File: config.mk
export PLATFORM = sky130hd
export DESIGN_NAME = lmd_apb_regs
export DESIGN_NICKNAME = d
export VERILOG_FILES = /design/src/design/lmd_pkg.sv /design/src/design/lmd_apb_regs.sv
export SDC_FILE = /design/constraint.sdc
export NUM_CORES = 1
export LEC_CHECK = 0
export BUFFER_PORTS_ARGS = -buffer_cell sky130_fd_sc_hd__buf_2
export CAP_MARGIN = 10
export CORE_MARGIN = 8
export CORE_UTILIZATION = 47
export CTS_CLUSTER_SIZE = 10
export DETAILED_ROUTE_END_ITERATION = 7
export HOLD_SLACK_MARGIN = 0.05
export PLACE_DENSITY = 0.83
export SLEW_MARGIN = 10
export SYNTH_ARGS = -nofsm -noshare
export SYNTH_HDL_FRONTEND = slang
export SYNTH_SLANG_ARGS = --single-unit
File: constraint.sdc
create_clock -name clk_i -period 2.1 [get_ports clk_i]
set_input_delay 0 -clock clk_i [delete_from_list [all_inputs] [get_ports clk_i]]
set_output_delay 0 -clock clk_i [all_outputs]
set_load 0.005 [all_outputs]
File: src/design/lmd_pkg.sv
// Shared types and constants for the label map dilation unit.
`default_nettype none
package lmd_pkg;

  localparam int MaxRowsDef   = 256;
  localparam int MaxColsDef   = 256;
  localparam int LabelBitsDef = 16;
  localparam int MaxKernelDef = 7;

  localparam int ExtLabelBits = 16;     // width of label ports
  localparam int MarkDepth    = 65536;  // one mark bit per 16-bit label
  localparam int MarkAddrBits = 16;
  localparam int TapStride    = 7;      // tap bit m*7+n
  localparam int TapBits      = 49;
  localparam int DimBits      = 9;
  localparam int KernBits     = 3;
  localparam int CfgAddrBits  = 6;
  localparam int CfgDataBits  = 64;

  typedef enum logic [1:0] {
    REQ_MARK = 2'd0,
    REQ_LOAD = 2'd1,
    REQ_READ = 2'd2,
    REQ_NONE = 2'd3
  } req_e;

  typedef enum logic [2:0] {
    REG_ROWS   = 3'd0,
    REG_COLS   = 3'd1,
    REG_KROWS  = 3'd2,
    REG_KCOLS  = 3'd3,
    REG_TAPS   = 3'd4,
    REG_EXPAND = 3'd5
  } reg_e;

  typedef struct packed {
    logic [DimBits-1:0]  image_rows;
    logic [DimBits-1:0]  image_cols;
    logic [KernBits-1:0] kernel_rows;
    logic [KernBits-1:0] kernel_cols;
    logic [TapBits-1:0]  kernel_taps;
    logic                expand_enable;
  } cfg_t;

  typedef enum logic [3:0] {
    ST_MCLR,  // clearing the mark memory after reset
    ST_IDLE,
    ST_RCLR,  // clearing the result image
    ST_SRC,   // source pixel read issued
    ST_CHK,   // source label back, mark read issued
    ST_MARK,  // mark back, grow decision
    ST_TAP,   // one kernel tap: address and checks
    ST_RMW,   // target read back, conditional write
    ST_RDO    // result word on the output
  } state_e;

endpackage
`default_nettype wire

File: src/design/lmd_apb_regs.sv
// APB configuration registers of the dilation unit.
`default_nettype none
module lmd_apb_regs (
  input  wire logic                             clk_i,
  input  wire logic                             rst_ni,
  input  wire logic                             psel,
  input  wire logic                             penable,
  input  wire logic                             pwrite,
  input  wire logic [lmd_pkg::CfgAddrBits-1:0]  paddr,
  input  wire logic [lmd_pkg::CfgDataBits-1:0]  pwdata,
  output logic      [lmd_pkg::CfgDataBits-1:0]  prdata,
  output logic                                  pready,
  output lmd_pkg::cfg_t                         cfg_o
);
  import lmd_pkg::*;

  cfg_t cfg_q, cfg_d;
  logic wr_en;
  reg_e sel;

  assign pready = 1'b1;
  assign wr_en  = psel && penable && pwrite;
  assign sel    = reg_e'(paddr[5:3]);
  assign cfg_o  = cfg_q;

  always_comb begin
    cfg_d = cfg_q;
    if (wr_en) begin
      case (sel)
        REG_ROWS:   cfg_d.image_rows    = pwdata[DimBits-1:0];
        REG_COLS:   cfg_d.image_cols    = pwdata[DimBits-1:0];
        REG_KROWS:  cfg_d.kernel_rows   = pwdata[KernBits-1:0];
        REG_KCOLS:  cfg_d.kernel_cols   = pwdata[KernBits-1:0];
        REG_TAPS:   cfg_d.kernel_taps   = pwdata[TapBits-1:0];
        REG_EXPAND: cfg_d.expand_enable = pwdata[0];
        default: ;
      endcase
    end
  end

  always_comb begin
    case (sel)
      REG_ROWS:   prdata = CfgDataBits'(cfg_q.image_rows);
      REG_COLS:   prdata = CfgDataBits'(cfg_q.image_cols);
      REG_KROWS:  prdata = CfgDataBits'(cfg_q.kernel_rows);
      REG_KCOLS:  prdata = CfgDataBits'(cfg_q.kernel_cols);
      REG_TAPS:   prdata = CfgDataBits'(cfg_q.kernel_taps);
      REG_EXPAND: prdata = CfgDataBits'(cfg_q.expand_enable);
      default:    prdata = '0;
    endcase
  end

  always_ff @(posedge clk_i or negedge rst_ni) begin
    if (!rst_ni) begin
      cfg_q.image_rows    <= DimBits'(256);
      cfg_q.image_cols    <= DimBits'(256);
      cfg_q.kernel_rows   <= KernBits'(3);
      cfg_q.kernel_cols   <= KernBits'(3);
      cfg_q.kernel_taps   <= TapBits'(511);
      cfg_q.expand_enable <= 1'b0;
    end else begin
      cfg_q <= cfg_d;
    end
  end

endmodule
`default_nettype wire

==> flow_summary.json, run 1 <==
{
  "die-area_mm2": 0.01065,
  "vias_per_cell": 5.010,
  "use_met2": 0.3667,
  "grt_pass1_vias": 3322,
  "synth_edf_count": 0,
  "io_pins": 214,
  "overflow": 0,
  "syn_area_per_cell_um2": 12.94,
  "synth_compound_area_frac": 0.01786,
  "cts_tree": "yes",
  "avgRoutedWirePerCell_um": 18.75,
  "clockRootBuffer": "clkbuf_8",
  "synth_warnings": 0,
  "io_buffers": 179,
  "drc": 0,
  "synth-adder-area-share": 0,
  "grt_max_degree": 75,
  "drv_slew": 0,
  "worstSetupStartpoint": "cfg_o[64]",
  "ant_nets": 0,
  "crit_fanout": 3,
  "grt_busiest_layer": "met2",
  "syn_to_final_growth_pct": 48.06,
  "p_sw_uw": 1130,
  "clk_latency_ps": 330,
  "met1_usage": 0.2338,
  "detailedRoute.firstIterationViolations": 63,
  "critPathKind": "reg -> out",
  "cts.sinks": 74,
  "synthMuxAreaShare": 0.2648,
  "relSlewSlack": 0.3779,
  "crit_arrival_ps": 1540,
  "worstHoldPathType": "in -> reg",
  "cts_resized": 0,
  "die_w_um": 103.2,
  "clk_path_buf_depth": 2,
  "grt_pass1_wl_um": 17100,
  "status": "finished, final reports clean",
  "instances_no_fill": 608,
  "synth-xor-area-share": 0,
  "critical_path_required_ps": 2100,
  "period_share": 0.7342,
  "final-hold-violation-count": 0,
  "cp-end-kind": "output port",
  "num_rows": 31,
  "netlist_area_mm2": 0.003572,
  "synthCells": 276,
  "hpwl_um": 7372,
  "antenna_found_initial": 0,
  "synth_cell_type_count": 30,
  "synth-simple-area-share": 0.1335,
  "diodes": 0,
  "synth_ff_type": "dfrtp_1",
  "largest_reg_flops": 74,
  "fin_ws_ps": 558.1,
  "ctsHoldBuffers": 50,
  "yosys.area.top_type": "dfrtp_1",
  "num_vias": 3046,
  "path_clk_slew_ps": 80,
  "clock_power_share": 0.347,
  "multi_input_area_mm2": 0.001554,
  "firstDrtPassIters": 6,
  "die_h_um": 103.2,
  "synth-seq-area-share": 0.5236,
  "synth_top_area_frac": 0.4133,
  "r2r_start": "cfg_o[43]",
  "ys_seq_elements": 74,
  "synth_top_family_by_area": "multiplexers",
  "finalSetupViolCount": 0,
  "ys_top_cells_by_area": "dfrtp_1, mux2_2, dfstp_2",
  "worstMarginPinSlew_ps": 933.1,
  "dp.cells": 542,
  "start_util": 0.4899,
  "core-area_mm2": 0.007292,
  "rsz0062_at_grt": "no",
  "fmax_ghz": 0.6485,
  "grt_util_met3": 0.07631,
  "place_congestion": 0.7748,
  "post_cts_buffers": 0,
  "grt_use_total": 0.2122,
  "seq_area_mm2": 0.001871,
  "powerDensity_mw_per_mm2": 855.2,
  "worstHoldStart": "paddr[5]",
  "switching_share": 0.2498,
  "ir_drop_mv": 0.4687,
  "wl_um": 11400,
  "power.leakage_uw": 0.002778,
  "layout-drive-gt1-share": 0.5933,
  "final_area_mm2": 0.005289,
  "cts_buffers": 9,
  "startpoint_type": "register",
  "post-place-ws_ps": 541.8,
  "dpl_cell_area_mm2": 0.004492,
  "htree_levels": 3,
  "fill_cells": 507,
  "comb_power_share": 0.220,
  "synthArstFlopShare": 1.000,
  "sequentialPowerShare": 0.433,
  "p_int_uw": 3393,
  "finClkSkew_ps": 0,
  "fin_nets": 579,
  "maxCapViolCount": 0,
  "fin_crit_ps": 1542,
  "tns_ps": 0
}
through the flow:
| step | util | hold slack [ps] | power, uW |
|---|---|---|---|
| after floorplan | - | -295.6 | 2371 |
| after global placement | 0.6160 | 178.1 | 2843 |
| after detailed placement | 0.6160 | 191.5 | 2886 |
| after CTS | 0.7246 | 178.3 | 4541 |
| after global routing | 0.7253 | 198.3 | 4757 |
| final | 0.7253 | 197.0 | 4523 |
cells in the final DEF (no fill, tap or decap):
cell type	netlist	routed
o21ai_0	1	1
bufinv_16	0	5
clkbuf_1	6	1
a31oi_1	2	2
nor4bb_1	1	1
nand2b_4	1	1
or3_1	2	2
dlygate4sd3_1	0	50
nand4_1	1	1
nand4b_4	1	1
nand3b_1	2	2
nor2_4	1	2
a2bb2oi_1	1	1
or2_2	7	7
mux2i_1	9	9
nand2_1	6	6
and2b_1	1	1
a21oi_1	6	6
nor3b_1	1	1
dfstp_2	15	15
buf_2	4	178
dfrtp_1	59	59
buf_4	19	5
and2_1	40	40
nand2b_1	2	2
buf_12	0	1
mux2_2	76	76
nor2_1	5	4
o211ai_1	1	1
nor3_4	1	1
nand3_1	1	1
clkbuf_8	0	10
conb_1	2	16
cell families (layout without fill, tap and decap cells):
group                  after synthesis  after routing
AOI/OAI and AO/OA                   11             11
buffers and inverters               31            250
DFF                                 74             74
muxes                               85             85
other                                2             16
and+or+nand+nor                     73             73
worst paths after layout:
kind                                   to  slack, ps  depth (start not counted)
worst max-delay path            prdata[8]        560                          4
worst min-delay path             cfg_o[0]        200                          4
worst max register to register  cfg_o[43]       1280                          1
worst min register to register  cfg_o[71]        530                          1
max in group asynchronous       cfg_o[60]       1140                          2
min in group asynchronous       cfg_o[66]        320                          2
layer usage:
metal  part of all wire  vias to the layer above  wire (um)
met1               0.38                     1494       4362
li1                   -                     1368          -
met3               0.10                       22       1146
met5                  0                        -          0
met4              0.021                        0        238
met2               0.50                      162       5650
power by group through the flow:
stage	clock [uW]	combinational, uW	sequential (uW)
CTS	1600	993	1950
detailed placement	0	916	1970
floorplan	0	405	1970
finish	1570	995	1960
global placement	0	890	1950
global route	1670	1080	2000
cells in the mapped netlist (all sizes together) (3+ instances only):
cell / number
mux2: 76
dfrtp: 59
and2: 40
buf: 25
dfstp: 15
mux2i: 9
or2: 7
a21oi: 6
clkbuf: 6
nand2: 6
nor2: 6
nand2b: 3
critical path: stages (launching register included):
cell and delay [ps]:
dfstp_2 550, mux2i_1 70, or2_2 280, a21oi_1 160
buf_2 140
area by class of cell:
type                    count  share of cell area
repair buffers            234              0.2740
well taps                  99             0.02342
clock inverters             5             0.02839
flip-flops and latches     74              0.3537
clock buffers              11             0.02673
multi-input cells         185              0.2938
Power figures use the tool's default switching activity.
==> run 2, diff against run 1 <==
CORE_UTILIZATION = 39   (was 47)
PLACE_DENSITY = 0.73   (was 0.83)
clock period = 1.3 ns   (was 2.1 ns; I/O delays follow)
==> run 2 against run 1 <==
  * The flow now finishes with violations (negative setup slack)
  * Clock-buffer cell count stayed put
  * First-iteration DRC count rose by 60%
  * Non-clock buffer count grew 30
  * Via count grew 2.4%
  * Worst setup slack worse by 700 ps
  * Critical path type unchanged
  * Largest power group unchanged
  * Highest routed layer unchanged
==> flow_summary.json, run 2 (synthesized netlist as in run 1, its figures left out) <==
{
  "firstDrtPassIters": 4,
  "hpwl_um": 7682,
  "htree_levels": 3,
  "overflow": 0,
  "crit_arrival_ps": 1440,
  "grt_pass1_wl_um": 18640,
  "grt_max_degree": 43,
  "worstHoldPathType": "in -> async",
  "layout_commonest_cell": "buf_2",
  "largest_reg_flops": 74,
  "multi_input_area_mm2": 0.001577,
  "violations": "negative setup slack",
  "grt_pass1_vias": 3616,
  "cts_buffers": 9,
  "fin_crit_ps": 1438,
  "power.leakage_uw": 0.002912,
  "critical_path_required_ps": 1300,
  "total_power_uw": 6936,
  "start_util": 0.3941,
  "syn_to_final_growth_pct": 54.85,
  "final_area_mm2": 0.005532,
  "crit_fanout": 2,
  "maxCapViolCount": 0,
  "clk_latency_ps": 320,
  "fmax_ghz": 0.6955,
  "cp-end-kind": "output port",
  "cts.sinks": 74,
  "place_congestion": 0.7668,
  "core-area_mm2": 0.009065,
  "period_share": 1.106,
  "io_pins": 214,
  "reg2reg_to": "cfg_o[60]",
  "die_h_um": 111.7,
  "powerDensity_mw_per_mm2": 1254,
  "clockRootBuffer": "clkbuf_8",
  "wl_um": 11250,
  "final_cell_mix": "buf_2, mux2_2, dfrtp_1",
  "fin_nets": 609,
  "num_rows": 35,
  "r2r_start": "cfg_o[60]",
  "finClkSkew_ps": 0,
  "final-hold-violation-count": 0,
  "worstSetupStartpoint": "cfg_o[1]",
  "status": "complete, but fails checks",
  "drv_slew": 0,
  "startpoint_type": "register",
  "io_buffers": 179,
  "layout-drive-gt1-share": 0.6215,
  "cts_tree": "yes",
  "die_w_um": 111.7,
  "holdWs_ps": 200.7,
  "drc": 0,
  "clk_path_buf_depth": 2,
  "diodes": 0,
  "die-area_mm2": 0.01248,
  "fin_ws_ps": -137.7,
  "ir_drop_mv": 0.7085,
  "fill_cells": 697,
  "finalSetupViolCount": 4,
  "rsz0062_at_grt": "yes",
  "seq_area_mm2": 0.001871,
  "vias_per_cell": 4.798,
  "critPathKind": "reg -> out",
  "dpl_cell_area_mm2": 0.004632,
  "r2r_slack_ps": 290,
  "detailedRoute.firstIterationViolations": 101,
  "ant_nets": 0,
  "reg2regPathDepth": 3,
  "path_clk_slew_ps": 80,
  "grt_use_total": 0.1831,
  "avgRoutedWirePerCell_um": 17.30,
  "num_vias": 3119,
  "antenna_found_initial": 0
}
==> run 2: cell count changes in the layout (fill, tap and decap cells not counted), sizes merged <==
cell,delta
bufinv,-3
buf,+29
clkinvlp,+1
dlygate4sd3,+1
clkinv,+2
==> run 2: layer usage <==
metal | track usage | vias up | part of all wire
met4 | 0.05378 | 0 | 0.0056
li1 | - | 1427 | -
met5 | 0 | - | 0
met1 | 0.1912 | 1552 | 0.38
met2 | 0.3243 | 133 | 0.51
met3 | 0.08117 | 7 | 0.097
==> run 2: through the flow <==
| step | util | setup WS [ps] | setup TNS (ps) | cells |
|---|---|---|---|---|
| 2_1_floorplan | - | 121.0 | 0 | 290 |
| 3_3_place_gp | 0.5110 | 69.18 | 0 | 564 |
| 3_5_place_dp | 0.5110 | 34.66 | 0 | 564 |
| 4_1_cts | 0.6079 | -162.4 | -511.0 | 648 |
| 5_1_grt | 0.6102 | -220.7 | -1168 | 650 |
| 6_report | 0.6102 | -137.7 | -385.2 | 650 |
==> run 2: worst max-delay path by stage <==
stage | endpoint | cells after the start
3_5_place_dp | cfg_o[65] | 5
6_report | prdata[0] | 4
3_3_place_gp | cfg_o[69] | 5
5_1_grt | prdata[1] | 4
4_1_cts | prdata[8] | 4
2_1_floorplan | cfg_o[39] | 6
==> run 2: area by class of cell <==
| class | count | area share |
|---|---|---|
| repair buffers | 264 | 0.3121 |
| flip-flops and latches | 74 | 0.3382 |
| clock buffers | 11 | 0.02556 |
| clock inverters | 5 | 0.01402 |
| multi-input cells | 185 | 0.2850 |
| well taps | 111 | 0.02511 |
==> run 2: power breakdown <==
| group | switching, uW | total, uW | internal, uW |
|---|---|---|---|
| registers | 323 | 3140 | 2820 |
| logic | 718 | 1830 | 1110 |
| clock network | 836 | 1960 | 1130 |
| total | 1880 | 6940 | 5060 |
==> run 2: critical path: stages, from the launching register on <==
cell	delay, ps
dfstp_2	540
mux2i_1	60
or2_4	240
o211ai_1	110
buf_2	160
==> run 2: repair_timing <==
action	CTS	global route
hold buffers	51	0
pin swaps	5	1
endpoints found under the hold margin	138	0
setup buffers	17	2
endpoints found under the setup margin	9	9
gates resized for setup	7	1
==> run 3, diff against run 2 <==
ABC_AREA = 1   (was default)
CORE_UTILIZATION = 43   (was 39)
PLACE_DENSITY = 0.77   (was 0.73)
clock period = 1.6 ns   (was 1.3 ns; I/O delays follow)
==> run 3 against run 2 <==
  * The flow now finishes without violations
  * Via count up 19%
  * Register-to-register slack better by 500 ps
  * Final area down 6.3%
  * Global-route usage increased by 1.3 points
  * Combinational power is 26% lower
  * Critical path type unchanged
  * Largest power group unchanged
==> flow_summary.json, run 3 <==
{
  "instances_no_fill": 779,
  "reg2regPathDepth": 2,
  "die-area_mm2": 0.01138,
  "worstHoldPathType": "in -> reg",
  "drc": 0,
  "startpoint_type": "register",
  "detailedRoute.firstIterationViolations": 186,
  "critPathKind": "reg -> out",
  "num_rows": 33,
  "finClkSkew_ps": 0,
  "ant_nets": 0,
  "clk_path_buf_depth": 2,
  "status": "finished, final reports clean",
  "power.leakage_uw": 0.002903,
  "layout-drive-gt1-share": 0.3264,
  "yosys.area.top_type": "dfrtp_1",
  "worstSetupStartpoint": "cfg_o[54]",
  "firstDrtPassIters": 4,
  "ys_top_cells_by_area": "dfrtp_1, nand2_1, dfstp_2",
  "grt_max_degree": 91,
  "place_congestion": 0.8626,
  "diodes": 0,
  "fin_crit_ps": 1305,
  "finalSetupViolCount": 0,
  "synth_common_cells": "nand2_1, o21ai_0, dfrtp_1",
  "yosysMostFrequentCell": "nand2_1",
  "grt_pass1_wl_um": 18150,
  "drv_slew": 0,
  "dpl_cell_area_mm2": 0.004449,
  "worstMarginPinSlew_ps": 540.4,
  "critical_path_required_ps": 1600,
  "synth-seq-area-share": 0.5288,
  "num_vias": 3727,
  "start_util": 0.4371,
  "post_cts_buffers": 0,
  "synth_cell_type_count": 20,
  "clockRootBuffer": "clkbuf_8",
  "avgRoutedWirePerCell_um": 14.67,
  "hpwl_um": 7757,
  "synth_top_area_frac": 0.4174,
  "crit_fanout": 3,
  "layout_commonest_cell": "buf_2",
  "core-area_mm2": 0.008093,
  "vias_per_cell": 4.784,
  "io_pins": 214,
  "rsz0062_at_grt": "no",
  "crit_end": "prdata[1]",
  "period_share": 0.8157,
  "ir_drop_mv": 0.6270,
  "ys_seq_elements": 74,
  "netlist_area_mm2": 0.003537,
  "htree_levels": 3,
  "cp-end-kind": "output port",
  "syn_area_per_cell_um2": 7.895,
  "powerDensity_mw_per_mm2": 1093,
  "cts_buffers": 9,
  "synth_ff_type": "dfrtp_1",
  "grt_pass1_vias": 3687,
  "r2r_start": "cfg_o[3]",
  "final_area_mm2": 0.005182,
  "fin_nets": 744,
  "reg2reg_to": "cfg_o[3]",
  "overflow": 0,
  "cts.sinks": 74,
  "relSlewSlack": 0.6397,
  "grt_use_total": 0.1965,
  "io_buffers": 179,
  "largest_reg_flops": 74,
  "dp.cells": 713,
  "die_h_um": 106.7,
  "r2r_slack_ps": 790,
  "final-hold-violation-count": 0,
  "final_cell_mix": "buf_2, nand2_1, o21ai_0",
  "synth_warnings": 0,
  "wl_um": 11430,
  "synthCells": 448,
  "ctsHoldBuffers": 50,
  "synth_edf_count": 0,
  "syn_to_final_growth_pct": 46.52,
  "cts_resized": 0,
  "tns_ps": 0,
  "clk_latency_ps": 340,
  "cts_tree": "yes",
  "antenna_found_initial": 0,
  "synthArstFlopShare": 1.000,
  "fmax_ghz": 0.7663,
  "maxCapViolCount": 0,
  "die_w_um": 106.7,
  "crit_arrival_ps": 1310,
  "path_clk_slew_ps": 80
}
[run 3: cell count changes after synthesis, moves of 9 or more]
cell | previous run | this run
mux2i_1 | 9 | 0
mux2_2 | 76 | 0
o21ai_0 | 1 | 68
nand3_1 | 1 | 20
nand2_1 | 6 | 128
nor2_1 | 5 | 48
and2_1 | 40 | 0
inv_1 | 0 | 56
[run 3: area by class of cell]
class | count | area, um^2
sequential | 74 | 1871
multi-input combinational | 294 | 1264
tap | 105 | 131.4
clock inverter | 6 | 105.1
inverter | 56 | 210.2
timing repair buffer | 234 | 1474
fill | 687 | 2910
clock buffer | 10 | 127.6
[run 3: critical path, stage by stage (launching register included)]
cell     delay, ps
dfstp_2        550
inv_1           40
o21ai_0        140
inv_1           50
nand2_1         70
buf_2          110
[run 3: cell families after synthesis]
| kind of cell | Yosys count | synth area share |
|---|---|---|
| other | 2 | 0.002123 |
| buffers and inverters | 94 | 0.1288 |
| AND/OR/NAND/NOR | 208 | 0.2412 |
| AO/OA/AOI/OAI | 70 | 0.09904 |
| flip-flops | 74 | 0.5288 |
[run 3: worst min path at each step]
stage          cells after the start  slack [ps]   endpoint  startpoint
2_1_floorplan                      0        -300   cfg_o[0]      rst_ni
5_1_grt                            4          80   cfg_o[0]     penable
6_report                           4          70   cfg_o[0]    paddr[5]
3_5_place_dp                       1          20  cfg_o[57]      rst_ni
3_3_place_gp                       1           8  cfg_o[56]      rst_ni
4_1_cts                            5          50   cfg_o[0]     penable
[run 3: stage by stage]
stage / hold slack (ps) / total power (uW) / util / worst slack [ps]
floorplan: -295.6 / 3121 / - / 679.0
global placement: 7.514 / 3824 / 0.5498 / 384.6
detailed placement: 16.90 / 3880 / 0.5498 / 345.0
CTS: 50.97 / 5717 / 0.6404 / 263.7
global route: 84.72 / 6005 / 0.6404 / 200.3
finish: 66.12 / 5662 / 0.6404 / 295.0
[run 3: layer usage]
layer	GRT usage	wire length [um]	up-vias	part of all wire
met5	0	0	-	0
met4	0.09447	313	0	0.027
met3	0.04259	743	25	0.065
met2	0.3499	6029	149	0.53
met1	0.2177	4338	1765	0.38
li1	-	-	1788	-
[run 3: power by group]
| part | leakage (uW) | switching [uW] | total [uW] | internal (uW) |
|---|---|---|---|---|
| combinational | 0.00193 | 723 | 1360 | 637 |
| clock | 0.000120 | 686 | 1720 | 1030 |
| sequential | 0.000854 | 259 | 2590 | 2330 |
